`src/sv/rfls_pkg.sv`:
```
// Shared types, codes and reset values for the radio link supervisor.
package rfls_pkg;

	typedef enum logic [1:0] {
		ST_CONFIGURE = 2'd0,
		ST_RECEIVING = 2'd1,
		ST_RECEIVED  = 2'd2,
		ST_TIMEOUT   = 2'd3
	} loop_state_t;

	typedef enum logic [1:0] {
		OP_POLL    = 2'd0,
		OP_CLEAR   = 2'd1,
		OP_RESTART = 2'd2,
		OP_NONE    = 2'd3
	} opcode_t;

	localparam logic [2:0] REG_TIMEOUT_POLLS   = 3'd0;
	localparam logic [2:0] REG_ERROR_TOLERANCE = 3'd1;
	localparam logic [2:0] REG_CHANNEL_FIRST   = 3'd2;
	localparam logic [2:0] REG_CHANNEL_SECOND  = 3'd3;
	localparam logic [2:0] REG_CHANNEL_THIRD   = 3'd4;

	localparam logic [31:0] TIMEOUT_POLLS_RST   = 32'd1000;
	localparam logic [7:0]  ERROR_TOLERANCE_RST = 8'd5;
	localparam logic [6:0]  CHANNEL_FIRST_RST   = 7'd117;
	localparam logic [6:0]  CHANNEL_SECOND_RST  = 7'd120;
	localparam logic [6:0]  CHANNEL_THIRD_RST   = 7'd122;

	localparam logic [2:0] NO_MODE     = 3'd4;
	localparam logic [1:0] LAST_CHAN   = 2'd2;
	localparam logic [7:0] COUNT_MAX   = 8'd255;
	localparam logic [1:0] COMM_RESET  = 2'd3;

	localparam logic [1:0] STATUS_RECEIVING = 2'd0;
	localparam logic [1:0] STATUS_RECEIVED  = 2'd1;
	localparam logic [1:0] STATUS_TIMED_OUT = 2'd2;

	typedef struct packed {
		logic [31:0] timeout_polls;
		logic [7:0]  error_tolerance;
		logic [6:0]  channel_first;
		logic [6:0]  channel_second;
		logic [6:0]  channel_third;
	} cfg_t;

	typedef struct packed {
		logic       list_full;
		logic [2:0] msg_code;
		logic       msg_valid;
		opcode_t    opcode;
	} item_t;

	typedef struct packed {
		logic [7:0]  timeout_count;
		logic [6:0]  hop_channel;
		logic        hop_request;
		logic [2:0]  mode_code;
		logic [1:0]  link_status;
		logic [1:0]  read_status;
		loop_state_t rx_state;
	} result_t;

endpackage

```
`src/sv/rf_link_supervisor_fsm.sv`:
```
// Top level of the radio link supervisor: input register, state update and result register.
//
// Usage: each item on the s_ channel is one command. s_tuser carries the opcode
// (poll step, maintenance clear, restart); s_tdata carries the message fields
// of a poll. Every item yields exactly one result item on the m_ channel with
// the loop state, status codes, latched mode, hop request and timeout count
// as they stand after that command.
// Order: an accepted item is loaded into the input register, and its result is
// written to the result register when the item advances, which a stall on
// m_tready can hold back.
// Throughput: one item per clock cycle while results are taken; the supervisor
// state is updated as the item moves from the input register to the result
// register, with one 32-bit compare and increment of the receive timer as the
// longest path.
// Reset: arst_n clears both registers, returns the loop to configure with all counters
// and flags cleared, no mode latched, and the configuration registers at their defaults.
// The user must write the configuration port only while idle; the block does not enforce it.
// Stall: while m_tready is low the result is held; one more item is taken into
// the input register, and then s_tready drops until the result is taken.
module rf_link_supervisor_fsm
	import rfls_pkg::*;
(
	input  logic        clk,
	input  logic        arst_n,
	input  logic        s_tvalid,
	output logic        s_tready,
	// s_tdata fields from bit 0: msg_valid, msg_code[2:0], list_full, zero fill.
	input  logic [7:0]  s_tdata,
	// s_tuser fields from bit 0: opcode[1:0].
	input  logic [1:0]  s_tuser,
	output logic        m_tvalid,
	input  logic        m_tready,
	// m_tdata fields from bit 0: rx_state[1:0], read_status[1:0], link_status[1:0],
	// mode_code[2:0], hop_request, hop_channel[6:0], timeout_count[7:0], zero fill.
	output logic [31:0] m_tdata,
	input  logic        psel,
	input  logic        penable,
	input  logic        pwrite,
	input  logic [4:0]  paddr,
	input  logic [31:0] pwdata,
	output logic [31:0] prdata,
	output logic        pready
);

	cfg_t        cfg;
	item_t       item_s1;
	logic        valid_s1;
	logic        advance;
	result_t     res_q;
	logic        res_valid_q;
	result_t     res_d;

	loop_state_t state_q, state_d;
	logic [31:0] wait_q, wait_d;
	logic [7:0]  tcount_q, tcount_d, tcount_inc;
	logic [1:0]  chan_idx_q, chan_idx_d;
	logic        hopping_q, hopping_d;
	logic        fixing_q, fixing_d;
	logic        error_q, error_d;
	logic        reset_q, reset_d;
	logic [2:0]  mode_q, mode_d;
	logic        hop;
	logic [6:0]  hop_chan;
	logic        poll;
	logic        timed_out;
	logic        good_msg;

	rfls_cfg u_cfg (
		.clk     (clk),
		.arst_n  (arst_n),
		.psel    (psel),
		.penable (penable),
		.pwrite  (pwrite),
		.paddr   (paddr),
		.pwdata  (pwdata),
		.prdata  (prdata),
		.pready  (pready),
		.cfg     (cfg)
	);

	assign advance  = valid_s1 && (!res_valid_q || m_tready);
	assign s_tready = !valid_s1 || advance;

	always_ff @(posedge clk or negedge arst_n) begin
		if (!arst_n) begin
			valid_s1 <= 1'b0;
		end else if (s_tvalid && s_tready) begin
			valid_s1 <= 1'b1;
		end else if (advance) begin
			valid_s1 <= 1'b0;
		end
	end

	always_ff @(posedge clk) begin
		if (s_tvalid && s_tready) begin
			item_s1.opcode    <= opcode_t'(s_tuser);
			item_s1.msg_valid <= s_tdata[0];
			item_s1.msg_code  <= s_tdata[3:1];
			item_s1.list_full <= s_tdata[4];
		end
	end

	assign poll       = (item_s1.opcode == OP_POLL);
	assign timed_out  = (wait_q >= cfg.timeout_polls);
	assign good_msg   = item_s1.msg_valid && !item_s1.list_full && (item_s1.msg_code < NO_MODE);
	assign tcount_inc = (tcount_q < COUNT_MAX) ? tcount_q + 8'd1 : tcount_q;
	assign hop        = poll && (state_q == ST_TIMEOUT) && (tcount_inc >= cfg.error_tolerance);

	always_comb begin
		state_d = state_q;
		case (item_s1.opcode)
			OP_POLL: begin
				case (state_q)
					ST_CONFIGURE: state_d = ST_RECEIVING;
					ST_RECEIVING: begin
						if (timed_out) begin
							state_d = ST_TIMEOUT;
						end else if (good_msg) begin
							state_d = ST_RECEIVED;
						end
					end
					ST_RECEIVED:  state_d = ST_CONFIGURE;
					ST_TIMEOUT:   state_d = ST_CONFIGURE;
					default:      state_d = ST_CONFIGURE;
				endcase
			end
			OP_RESTART: state_d = ST_CONFIGURE;
			default:    state_d = state_q;
		endcase
	end

	always_comb begin
		case (chan_idx_q)
			2'd0:    hop_chan = cfg.channel_first;
			2'd1:    hop_chan = cfg.channel_second;
			default: hop_chan = cfg.channel_third;
		endcase
	end

	always_comb begin
		wait_d     = wait_q;
		tcount_d   = tcount_q;
		chan_idx_d = chan_idx_q;
		hopping_d  = hopping_q;
		fixing_d   = fixing_q;
		error_d    = error_q;
		reset_d    = reset_q;
		mode_d     = mode_q;
		case (item_s1.opcode)
			OP_POLL: begin
				case (state_q)
					ST_CONFIGURE: wait_d = 32'd0;
					ST_RECEIVING: begin
						if (!timed_out) begin
							wait_d = wait_q + 32'd1;
							if (item_s1.msg_valid && item_s1.list_full) begin
								reset_d = 1'b1;
							end else if (good_msg) begin
								mode_d   = item_s1.msg_code;
								tcount_d = 8'd0;
							end
						end
					end
					ST_RECEIVED: begin
						if (!reset_q) begin
							hopping_d = 1'b0;
							fixing_d  = 1'b0;
							error_d   = 1'b0;
						end
					end
					default: begin
						tcount_d = tcount_inc;
						if (hop) begin
							tcount_d  = 8'd0;
							hopping_d = 1'b1;
							if (chan_idx_q >= LAST_CHAN) begin
								chan_idx_d = 2'd0;
								fixing_d   = 1'b1;
								error_d    = error_q || fixing_q;
							end else begin
								chan_idx_d = chan_idx_q + 2'd1;
							end
						end
					end
				endcase
			end
			OP_CLEAR: begin
				hopping_d = 1'b0;
				fixing_d  = 1'b0;
				error_d   = 1'b0;
				reset_d   = 1'b0;
			end
			OP_RESTART: wait_d = 32'd0;
			default: ;
		endcase
	end

	always_comb begin
		res_d.rx_state = state_d;
		case (state_d)
			ST_TIMEOUT:  res_d.read_status = STATUS_TIMED_OUT;
			ST_RECEIVED: res_d.read_status = STATUS_RECEIVED;
			default:     res_d.read_status = STATUS_RECEIVING;
		endcase
		if (reset_d) begin
			res_d.link_status = COMM_RESET;
		end else begin
			res_d.link_status = {1'b0, hopping_d} + {1'b0, fixing_d} + {1'b0, error_d};
		end
		res_d.mode_code     = mode_d;
		res_d.hop_request   = hop;
		res_d.hop_channel   = hop ? hop_chan : 7'd0;
		res_d.timeout_count = tcount_d;
	end

	always_ff @(posedge clk or negedge arst_n) begin
		if (!arst_n) begin
			state_q    <= ST_CONFIGURE;
			wait_q     <= 32'd0;
			tcount_q   <= 8'd0;
			chan_idx_q <= 2'd0;
			hopping_q  <= 1'b0;
			fixing_q   <= 1'b0;
			error_q    <= 1'b0;
			reset_q    <= 1'b0;
			mode_q     <= NO_MODE;
		end else if (advance) begin
			state_q    <= state_d;
			wait_q     <= wait_d;
			tcount_q   <= tcount_d;
			chan_idx_q <= chan_idx_d;
			hopping_q  <= hopping_d;
			fixing_q   <= fixing_d;
			error_q    <= error_d;
			reset_q    <= reset_d;
			mode_q     <= mode_d;
		end
	end

	always_ff @(posedge clk or negedge arst_n) begin
		if (!arst_n) begin
			res_valid_q <= 1'b0;
		end else if (advance) begin
			res_valid_q <= 1'b1;
		end else if (m_tready) begin
			res_valid_q <= 1'b0;
		end
	end

	always_ff @(posedge clk) begin
		if (advance) begin
			res_q <= res_d;
		end
	end

	assign m_tvalid = res_valid_q;
	assign m_tdata  = {7'd0, res_q};

	assert property (@(posedge clk) disable iff (!arst_n) chan_idx_q != 2'd3)
		else $error("Channel index left the three-channel hop sequence.");

	assert property (@(posedge clk) disable iff (!arst_n)
		res_valid_q && res_q.hop_request |-> res_q.timeout_count == 8'd0
			&& res_q.rx_state == ST_CONFIGURE)
		else $error("A hop result does not show a cleared count in configure.");

	assert property (@(posedge clk) disable iff (!arst_n)
		error_q && !$past(error_q) && $past(advance) |-> fixing_q && $past(fixing_q))
		else $error("Error flag set without fixing already set.");

	assert property (@(posedge clk) disable iff (!arst_n)
		valid_s1 && res_valid_q && !m_tready |=> valid_s1 && $stable(state_q))
		else $error("Supervisor state moved while the result was stalled.");

endmodule

```
`src/sv/rfls_cfg.sv`:
```
// APB configuration registers of the radio link supervisor.
module rfls_cfg
	import rfls_pkg::*;
(
	input  logic        clk,
	input  logic        arst_n,
	input  logic        psel,
	input  logic        penable,
	input  logic        pwrite,
	input  logic [4:0]  paddr,
	input  logic [31:0] pwdata,
	output logic [31:0] prdata,
	output logic        pready,
	output cfg_t        cfg
);

	cfg_t       cfg_q;
	logic       wr_en;
	logic [2:0] reg_idx;

	assign pready  = 1'b1;
	assign reg_idx = paddr[4:2];
	assign wr_en   = psel && penable && pwrite && pready;
	assign cfg     = cfg_q;

	always_ff @(posedge clk or negedge arst_n) begin
		if (!arst_n) begin
			cfg_q.timeout_polls   <= TIMEOUT_POLLS_RST;
			cfg_q.error_tolerance <= ERROR_TOLERANCE_RST;
			cfg_q.channel_first   <= CHANNEL_FIRST_RST;
			cfg_q.channel_second  <= CHANNEL_SECOND_RST;
			cfg_q.channel_third   <= CHANNEL_THIRD_RST;
		end else if (wr_en) begin
			case (reg_idx)
				REG_TIMEOUT_POLLS:   cfg_q.timeout_polls   <= pwdata;
				REG_ERROR_TOLERANCE: cfg_q.error_tolerance <= pwdata[7:0];
				REG_CHANNEL_FIRST:   cfg_q.channel_first   <= pwdata[6:0];
				REG_CHANNEL_SECOND:  cfg_q.channel_second  <= pwdata[6:0];
				REG_CHANNEL_THIRD:   cfg_q.channel_third   <= pwdata[6:0];
				default: ;
			endcase
		end
	end

	always_comb begin
		case (reg_idx)
			REG_TIMEOUT_POLLS:   prdata = cfg_q.timeout_polls;
			REG_ERROR_TOLERANCE: prdata = {24'd0, cfg_q.error_tolerance};
			REG_CHANNEL_FIRST:   prdata = {25'd0, cfg_q.channel_first};
			REG_CHANNEL_SECOND:  prdata = {25'd0, cfg_q.channel_second};
			REG_CHANNEL_THIRD:   prdata = {25'd0, cfg_q.channel_third};
			default:             prdata = 32'd0;
		endcase
	end

endmodule
```
`config.mk`:
```
export PLATFORM = sky130hd
export DESIGN_NAME = rf_link_supervisor_fsm
export DESIGN_NICKNAME = d
export VERILOG_FILES = /design/src/sv/rfls_pkg.sv /design/src/sv/rf_link_supervisor_fsm.sv /design/src/sv/rfls_cfg.sv
export SDC_FILE = /design/constraint.sdc
export NUM_CORES = 1
export LEC_CHECK = 0
export ABC_CLOCK_PERIOD_IN_PS = 4700
export BUFFER_PORTS_ARGS = -buffer_cell sky130_fd_sc_hd__buf_2
export CAP_MARGIN = 20
export CORE_UTILIZATION = 40
export DETAILED_ROUTE_END_ITERATION = 8
export PLACE_DENSITY = 0.71
export SETUP_SLACK_MARGIN = 0.3
export SKIP_LAST_GASP = 1
export SYNTH_ARGS = -nofsm -noshare
export SYNTH_HDL_FRONTEND = slang
export SYNTH_SLANG_ARGS = --single-unit
```
`constraint.sdc`:
```
create_clock -name clk -period 4.7 [get_ports clk]
set_input_delay 0.705 -clock clk [delete_from_list [all_inputs] [get_ports clk]]
set_output_delay 0.705 -clock clk [all_outputs]
set_load 0.03 [all_outputs]
```
==> run summary, run 1 <==
hold violation count in the final report - 0
DR DRC count - 0
Sw Ratio - 27.9%
final net count - 1042
Area Growth Syn to Fin - 17.0%
Syn Area/Cell - 9.75 um2
Critical R2R Launch - tcount_q[0]
total track usage - 19.2%
GRT met3 Usage - 4.94%
Cells after Synth - 852
status - completed
grt met1 use - 24.5%
CP required - 4.97 ns
crit path cell chain - ha_1 -> and3_1 -> nand3_2 -> and3_1 -> nand2_1 -> xor2_1 -> inv_1 -> ha_1 -> a2111o_1 -> a31oi_1 -> or3_1 -> inv_1 -> nand3_1 -> a21boi_0 -> fa_1 -> o211ai_1
CTS tree - done
register area share after synthesis - 46.3%
GR peak layer - met2
die area - 0.0213 mm2
drt pass-1 iters - 5
Worst Setup End Kind - register
port bufs - 107
post-route setup TNS - 0 ns
CP Max Fanout - 9
Layout fillers - 1951
Async S/R FF share, synth - 78.1%
initial antenna violation count - 0
Clock Sinks - 146
Max Clock Freq - 0.247 GHz
layout cells sized above 1 - 22.0%
largest area contributor in the netlist - dfrtp_1
sequential share of power - 42.8%
Crit-path slowest cell - fa_1
grt ovf - 0
Area contributors post-synth - dfrtp_1 27%, edfxtp_1 12%, dfstp_2 7.3%, ha_1 6.3%, nand2_1 3.7%
switching power - 1030 uW
most common cell after layout, fill and taps aside - buf_2
R2R cell count - 16
Cell Area, Synth - 0.00831 mm2
Most used DFF post-synth - dfrtp_1
first-pass GRT wire length - 32600 um
RSZ-0062 raised after global routing - false
Yosys cell types - 74
r2r endpoint - m_tdata[4]
worst min path class - in -> async
leakage power - 0.00443 uW
clk_lat worst skew - 0.43 ns
Final Critical Period - 4.05 ns
Relative slew margins - 36.6%
row cnt - 52
crit-path max cell delay - 0.47 ns
Worst-path clk slew - 0.06 ns
Final Cycle Share - 86.2%
CTS Root Buffer Type - clkbuf_16
CTS Buffer Depth - 2
yosys warns - 0
Power, Total - 3680 uW
share of Yosys cell area claimed by the top area cell type - 27.4%
Placer Congestion - 0.829
flop2flop setup slack - 0.65 ns
Peak supply drop - 0.231 mV
routed len/inst - 16.0 um
number of global-route vias before repair - 6491
Critical Path Source Type - register
Clock H-tree levels - 4
Vias/cell - 5.47
Logic pwr share - 17.2%
GRT met2 Usage - 32.6%
drt initial violations - 420
Initial Util - 40.9%
number of nets still failing antenna checks after routing - 0
Die Span Y - 146 um
Power Density - 378 mW/mm2
Slew Viols, Final - 0
critical path type - reg -> reg
Core Area - 0.0203 mm2
Pint - 2650 uW
Final Setup Violations - 0
total CTS buffers - 17
Worst Skew - 0.00794 ns
synthesized flop and latch total - 146
Clk pwr share - 40.0%
critical path arrival - 4.32 ns
EDFF count, synth - 32
Routed WL - 19700 um
post-DP HPWL - 13700 um
antenna cells - 0
largest net degree at the start of global routing - 64
worst slew pin tran - 0.952 ns
# IOs - 121
chip width - 146 um
via count - 6717
Max Cap Viol - 0
commonest non-fill, non-tap cells in the layout - 106 x buf_2, 91 x dfrtp_1, 81 x nand2_1
## through the flow
| stage | setup slack [ns] | cell area (um2) | utilization [%] | hold slack, ns | cells |
|---|---|---|---|---|---|
| CTS | 0.586 | 9710 | 47.8 | 0.444 | 1228 |
| finish | 0.651 | 9720 | 47.9 | 0.433 | 1228 |
| detailed placement | 0.651 | 9060 | 44.6 | 0.473 | 1196 |
| floorplan | 0.782 | 8330 | - | 0.409 | 858 |
| global route | 0.352 | 9720 | 47.9 | 0.442 | 1228 |
| global placement | 0.769 | 9060 | 44.6 | 0.470 | 1195 |
## routing by layer
metal  vias up  part of all wire [%]
met4         0                  0.60
met3         8                   5.8
met2       185                    49
met1      3272                    44
met5         -                     0
li1       3252                     -
## worst max path at each step
stage                startpoint         end  slack, ns  depth (start not counted)
floorplan           tcount_q[0]  m_tdata[4]       0.78                         17
global placement    tcount_q[0]  m_tdata[4]       0.77                         16
detailed placement  tcount_q[0]  m_tdata[4]       0.65                         16
CTS                 tcount_q[0]  m_tdata[4]       0.59                         16
global route        tcount_q[0]  m_tdata[4]       0.35                         16
finish              tcount_q[0]  m_tdata[4]       0.65                         16
## registers in the layout, summed over array words and instances (netlist names)
signal,flops
chan_idx_q,2
error_q,1
fixing_q,1
hopping_q,1
item_s1,7
m_tdata,25
m_tvalid,1
mode_q,3
reset_q,1
state_q,2
tcount_q,8
u_cfg.cfg,61
valid_s1,1
wait_q,32
## power by group through the flow
stage / Sequential (uW) / Combinational (uW) / Clock, uW
after floorplan: 1600 / 435 / 0
after global placement: 1590 / 616 / 0
after detailed placement: 1600 / 635 / 0
after CTS: 1570 / 641 / 1500
after global routing: 1590 / 711 / 1550
final: 1570 / 633 / 1470
## worst max-delay path, delay by kind of cell (launching register included)
| kind | cells | cell delay [ns] |
|---|---|---|
| AND/OR/NAND/NOR | 6 | 1.07 |
| AO/OA/AOI/OAI | 4 | 0.97 |
| flip-flops | 1 | 0.44 |
| XOR/XNOR | 1 | 0.21 |
| buffers and inverters | 2 | 0.19 |
| adder cells (fa/ha/maj) | 3 | 1.02 |
## cells in the mapped netlist (all sizes together) (4+ instances only)
library cell and instances:
ha 42, o21ai 60, nor3 16, dfrtp 91, o22ai 7, o22a 5, or3 5, a211o 14
nand2 82, a22o 12, nand2b 8, nand3 26, a211oi 5, o2bb2ai 4, o41ai 8, a21boi 5
a31oi 5, inv 58, nor3b 4, and2 32, nand4 12, nor4 11, and3 9, o31ai 25
mux2 28, dfstp 23, clkbuf 34, a21oi 35, buf 15, nor2 73, edfxtp 32, mux2i 23
## repair_timing
action / in CTS / in global routing
endpoints found under the setup margin: 0 / 1
hold buffers: 0 / 0
setup buffers: 0 / 0
gates resized for setup: 0 / 1
## cell families (layout without fill, tap and decap cells)
kind of cell | count (synthesis) | after routing | share of synthesized area, %
AO/OA/AOI/OAI | 209 | 209 | 17.4
XOR/XNOR | 2 | 2 | 0.211
adder cells (fa/ha/maj) | 43 | 43 | 6.57
buffers and inverters | 107 | 207 | 5.41
flip-flops | 146 | 146 | 46.3
multiplexers | 51 | 51 | 6.57
other | 2 | 8 | 0.0904
AND/OR/NAND/NOR | 292 | 292 | 17.5
## final cells by class
type                       instances  area (um2)  share of cell area [%]
clock buffer                      26         563                    5.79
clock inverter                     6        86.3                   0.888
inverter                          58         218                    2.24
multi-input combinational        605        4060                    41.8
sequential                       146        3840                    39.5
tap                              270         338                    3.48
timing repair buffer             117         613                    6.31
No activity file was read; power rests on OpenSTA's default activity.
==> inputs of run 2 (changes only) <==
- CORE_MARGIN: default -> 8
==> run 2 against run 1 <==
Count of clock-buffer cells in the layout shrank 5. Final cell count is essentially flat. Maximum frequency up 1.2%. Sequential share of layout area rose by 0.12 points. Global-route usage is 3.3 points lower. Design area fell by 0.30%. Critical path depth unchanged. Register-to-register slack better by 0.05 ns. Sequential power about the same. Clock power down 4%. Combinational power about the same. Hold slack lost 0.25 ns.
==> run summary, run 2 (synthesis gave the netlist of run 1 again) <==
Post-CTS Setup Bufs - 0
Worst Skew - 0.00868 ns
initial antenna violation count - 0
grt ovf - 0
status - completed
Peak supply drop - 0.372 mV
Placer Congestion - 0.807
number of global-route vias before repair - 6598
Critical Path Source Type - register
Vias/cell - 5.48
total CTS buffers - 17
Relative slew margins - 35.8%
drt initial violations - 419
antenna cells - 0
Logic pwr share - 17.5%
most common cell after layout, fill and taps aside - buf_2
worst slew pin tran - 0.958 ns
crit path from - tcount_q[0]
Clock H-tree levels - 4
hold-fix buffer count after cts - 0
Worst-path clk slew - 0.06 ns
routed len/inst - 16.6 um
max reg flops - 61
Final Critical Period - 4.00 ns
critical path type - reg -> reg
drt pass-1 iters - 4
Routed WL - 20400 um
Initial Util - 40.9%
DR DRC count - 0
CTS Root Buffer Type - clkbuf_16
post-route setup TNS - 0 ns
Core Area - 0.0203 mm2
Sw Ratio - 28.6%
first-pass GRT wire length - 33600 um
clk_lat worst skew - 0.42 ns
# IOs - 121
largest net degree at the start of global routing - 64
CTS tree - done
Max Cap Viol - 0
post-DP HPWL - 14600 um
RSZ-0062 raised after global routing - false
Final Setup Violations - 0
final cell count without fillers - 1229
Final Cycle Share - 85.1%
layout cells sized above 1 - 22.1%
worst min path class - in -> async
switching power - 1030 uW
via count - 6735
Critical R2R Launch - tcount_q[0]
chip width - 160 um
sequential share of power - 43.5%
total track usage - 16.0%
leakage power - 0.00440 uW
critical path arrival - 4.26 ns
Pint - 2580 uW
CTS Buffer Depth - 2
Worst Setup End Kind - register
Slew Viols, Final - 0
CP Max Fanout - 9
Clock Sinks - 146
Max Clock Freq - 0.250 GHz
Power Density - 373 mW/mm2
commonest non-fill, non-tap cells in the layout - 106 x buf_2, 91 x dfrtp_1, 81 x nand2_1
row cnt - 52
port bufs - 107
final net count - 1043
Clk pwr share - 39.0%
number of nets still failing antenna checks after routing - 0
Die Span Y - 160 um
hold violation count in the final report - 0
CP required - 4.96 ns
Area Growth Syn to Fin - 16.7%
Cells after DPL - 1196
die area - 0.0256 mm2
[run 2: timing repair]
item	in CTS	in global routing
resized for setup	0	1
setup endpoints to repair	0	1
hold endpoints to repair	0	0
[run 2: path summary, 6_finish.rpt]
kind                       slack (ns)  cells after the start             to
min in group clk                 0.45                      1     item_s1[4]
min reg2reg                      0.49                      2        error_q
max reg2reg                      0.70                     16     m_tdata[4]
max                              0.70                     16     m_tdata[4]
min                              0.18                      1       valid_s1
max in group asynchronous        3.43                      2  u_cfg.cfg[30]
[run 2: power by group through the flow]
stage	logic, uW	clock network (uW)	registers [uW]
after detailed placement	639	0	1600
after global routing	715	1480	1600
final	634	1410	1570
after floorplan	435	0	1600
after global placement	622	0	1590
after CTS	644	1430	1570
[run 2: through the flow]
step	util (%)	worst slack, ns	cell area, um2	hold WS (ns)	power, uW
floorplan	-	0.782	8330	0.409	2030
global placement	44.6	0.759	9060	0.465	2210
detailed placement	44.6	0.704	9060	0.472	2240
CTS	47.7	0.644	9680	0.187	3650
global route	47.7	0.388	9690	0.188	3790
finish	47.7	0.699	9690	0.182	3620
[run 2: layout make-up]
type / instances / area [um2]
inverters: 58 / 218
well taps: 270 / 338
clock buffers: 21 / 460
repair buffers: 118 / 621
clock inverters: 11 / 153
flip-flops and latches: 146 / 3840
fillers: 1930 / 10600
multi-input cells: 605 / 4060
[run 2: per-layer routing]
metal | vias up | routed length, um | track usage [%]
li1 | 3256 | - | -
met1 | 3266 | 9030 | 19.8
met2 | 198 | 9840 | 26.9
met3 | 15 | 1280 | 4.42
met4 | 0 | 253 | 4.29
met5 | - | 0 | 0
[run 2: critical path, cell delays in order, from the launching register on]
cell and delay, ns:
dfrtp_1 0.44, ha_1 0.26, and3_1 0.25, nand3_2 0.18
and3_1 0.25, nand2_1 0.08, xor2_1 0.19, inv_1 0.10
ha_1 0.30, a2111o_1 0.43, a31oi_1 0.20, or3_1 0.16
inv_1 0.09, nand3_1 0.11, a21boi_0 0.24, fa_1 0.46
o211ai_1 0.10
==> inputs of run 3 (changes only) <==
- ABC_CLOCK_PERIOD_IN_PS: 4700 -> 5100
- CTS_BUF_LIST: default -> sky130_fd_sc_hd__clkbuf_16
- clock period: 4.7 -> 5.1 ns (I/O delays scaled with it)
==> run 3 against run 2 <==
Total power shrank 13%. Global-route usage shrank 0.085 points. Clock power shrank 20%. Combinational power shrank 8.8%. Core utilization shrank 0.59 points. Non-clock buffer count shrank 3. Sequential cell count is the same. Largest power group unchanged.
==> run summary, run 3 (synthesis gave the netlist of run 1 again) <==
Clock Sinks - 146
Clock H-tree levels - 4
r2r endpoint - m_tdata[4]
CTS Root Buffer Type - clkbuf_16
cell family with the largest share of critical-path delay - simple AND/OR/NAND/NOR gates
hold depth - 1
HP Start - mode_q[1]
Logic pwr share - 18.3%
R2R cell count - 16
drt initial violations - 428
Die Span Y - 160 um
Pint - 2220 uW
Setup WS pre-CTS - 0.734 ns
total track usage - 15.9%
flop2flop setup slack - 0.66 ns
largest net degree at the start of global routing - 71
hold-fix buffer count after cts - 0
Placer Congestion - 0.819
critical path arrival - 4.71 ns
# IOs - 121
critical path type - reg -> reg
Critical Path Source Type - register
commonest non-fill, non-tap cells in the layout - 106 x buf_2, 91 x dfrtp_1, 81 x nand2_1
Power, Total - 3160 uW
chip width - 160 um
CP bufs+invs - 2
max reg flops - 61
drt pass-1 iters - 5
switching power - 941 uW
first-pass GRT wire length - 33300 um
RSZ-0062 raised after global routing - false
post-route setup TNS - 0 ns
Core Area - 0.0203 mm2
CTS Buffer Depth - 2
Area Growth Syn to Fin - 15.2%
antenna cells - 0
Final Critical Period - 4.44 ns
Relative slew margins - 33.1%
die area - 0.0256 mm2
final net count - 1040
Final Setup Violations - 0
Clk pwr share - 35.8%
crit-path max cell delay - 0.46 ns
Final Cycle Share - 87.1%
row cnt - 52
worst min path class - reg -> reg
Worst Skew - 0.0101 ns
layout cells sized above 1 - 21.3%
Max Cap Viol - 0
number of nets still failing antenna checks after routing - 0
Power Density - 330 mW/mm2
grt ovf - 0
count of cells resized by post-cts repair - 0
via count - 6658
number of global-route vias before repair - 6502
Worst-path clk slew - 0.06 ns
sequential share of power - 45.9%
CP Max Fanout - 9
Routed WL - 20200 um
most common cell after layout, fill and taps aside - buf_2
routed len/inst - 16.4 um
total CTS buffers - 17
Vias/cell - 5.43
Peak supply drop - 0.217 mV
leakage power - 0.00437 uW
port bufs - 107
Critical R2R Launch - tcount_q[0]
Post-CTS Setup Bufs - 0
initial antenna violation count - 0
worst slew pin tran - 1.00 ns
WHS Endpoint - mode_q[1]
status - completed
CP required - 5.36 ns
Setup WS post-layout - 0.656 ns
Sw Ratio - 29.8%
crit path cell chain - ha_1 -> and3_1 -> nand3_1 -> and3_1 -> nand2_1 -> xor2_1 -> inv_1 -> ha_1 -> a2111o_1 -> a31oi_1 -> or3_1 -> inv_1 -> nand3_1 -> a21boi_0 -> fa_1 -> o211ai_1
Slew Viols, Final - 0
Max Clock Freq - 0.225 GHz
clk_lat worst skew - 0.42 ns
CTS tree - done
DR DRC count - 0
Crit-path slowest cell - fa_1
post-DP HPWL - 14300 um
Worst Setup End Kind - register
Initial Util - 40.9%
hold violation count in the final report - 0
run 3: power by group through the flow:
stage | sequential, uW | clock [uW] | combinational (uW)
3_3_place_gp | 1460 | 0 | 571
5_1_grt | 1470 | 1200 | 656
6_report | 1450 | 1130 | 578
2_1_floorplan | 1470 | 0 | 401
4_1_cts | 1450 | 1150 | 591
3_5_place_dp | 1470 | 0 | 585
run 3: worst max-delay path by stage:
stage,from,endpoint,slack [ns],cells past startpoint
floorplan,tcount_q[0],m_tdata[4],1.18,17
CTS,tcount_q[0],m_tdata[4],0.69,16
finish,tcount_q[0],m_tdata[4],0.66,16
global placement,tcount_q[0],m_tdata[4],0.90,16
detailed placement,tcount_q[0],m_tdata[4],0.73,16
global route,tcount_q[0],m_tdata[4],0.31,16
run 3: final cells by class:
| cell class | instances | area (um2) |
|---|---|---|
| multi-input combinational | 605 | 4050 |
| clock inverter | 14 | 76.3 |
| fill | 1935 | 10700 |
| timing repair buffer | 115 | 598 |
| clock buffer | 18 | 450 |
| tap | 270 | 338 |
| sequential | 146 | 3840 |
| inverter | 58 | 218 |
run 3: through the flow:
step                      cell area, um2  cells  hold WS, ns  util [%]
final                               9570   1226        0.491      47.1
after global routing                9570   1226        0.501      47.1
after CTS                           9570   1226        0.494      47.1
after detailed placement            9040   1194        0.482      44.6
after global placement              9040   1193        0.467      44.5
after floorplan                     8330    858        0.445         -
run 3: layer usage:
metal  up-vias  GRT usage [%]  part of all wire (%)
met3        25           4.06                   5.3
met5         -              0                     0
li1       3245              -                     -
met1      3199           20.1                    45
met2       189           25.7                    48
met4         0           5.82                   1.6
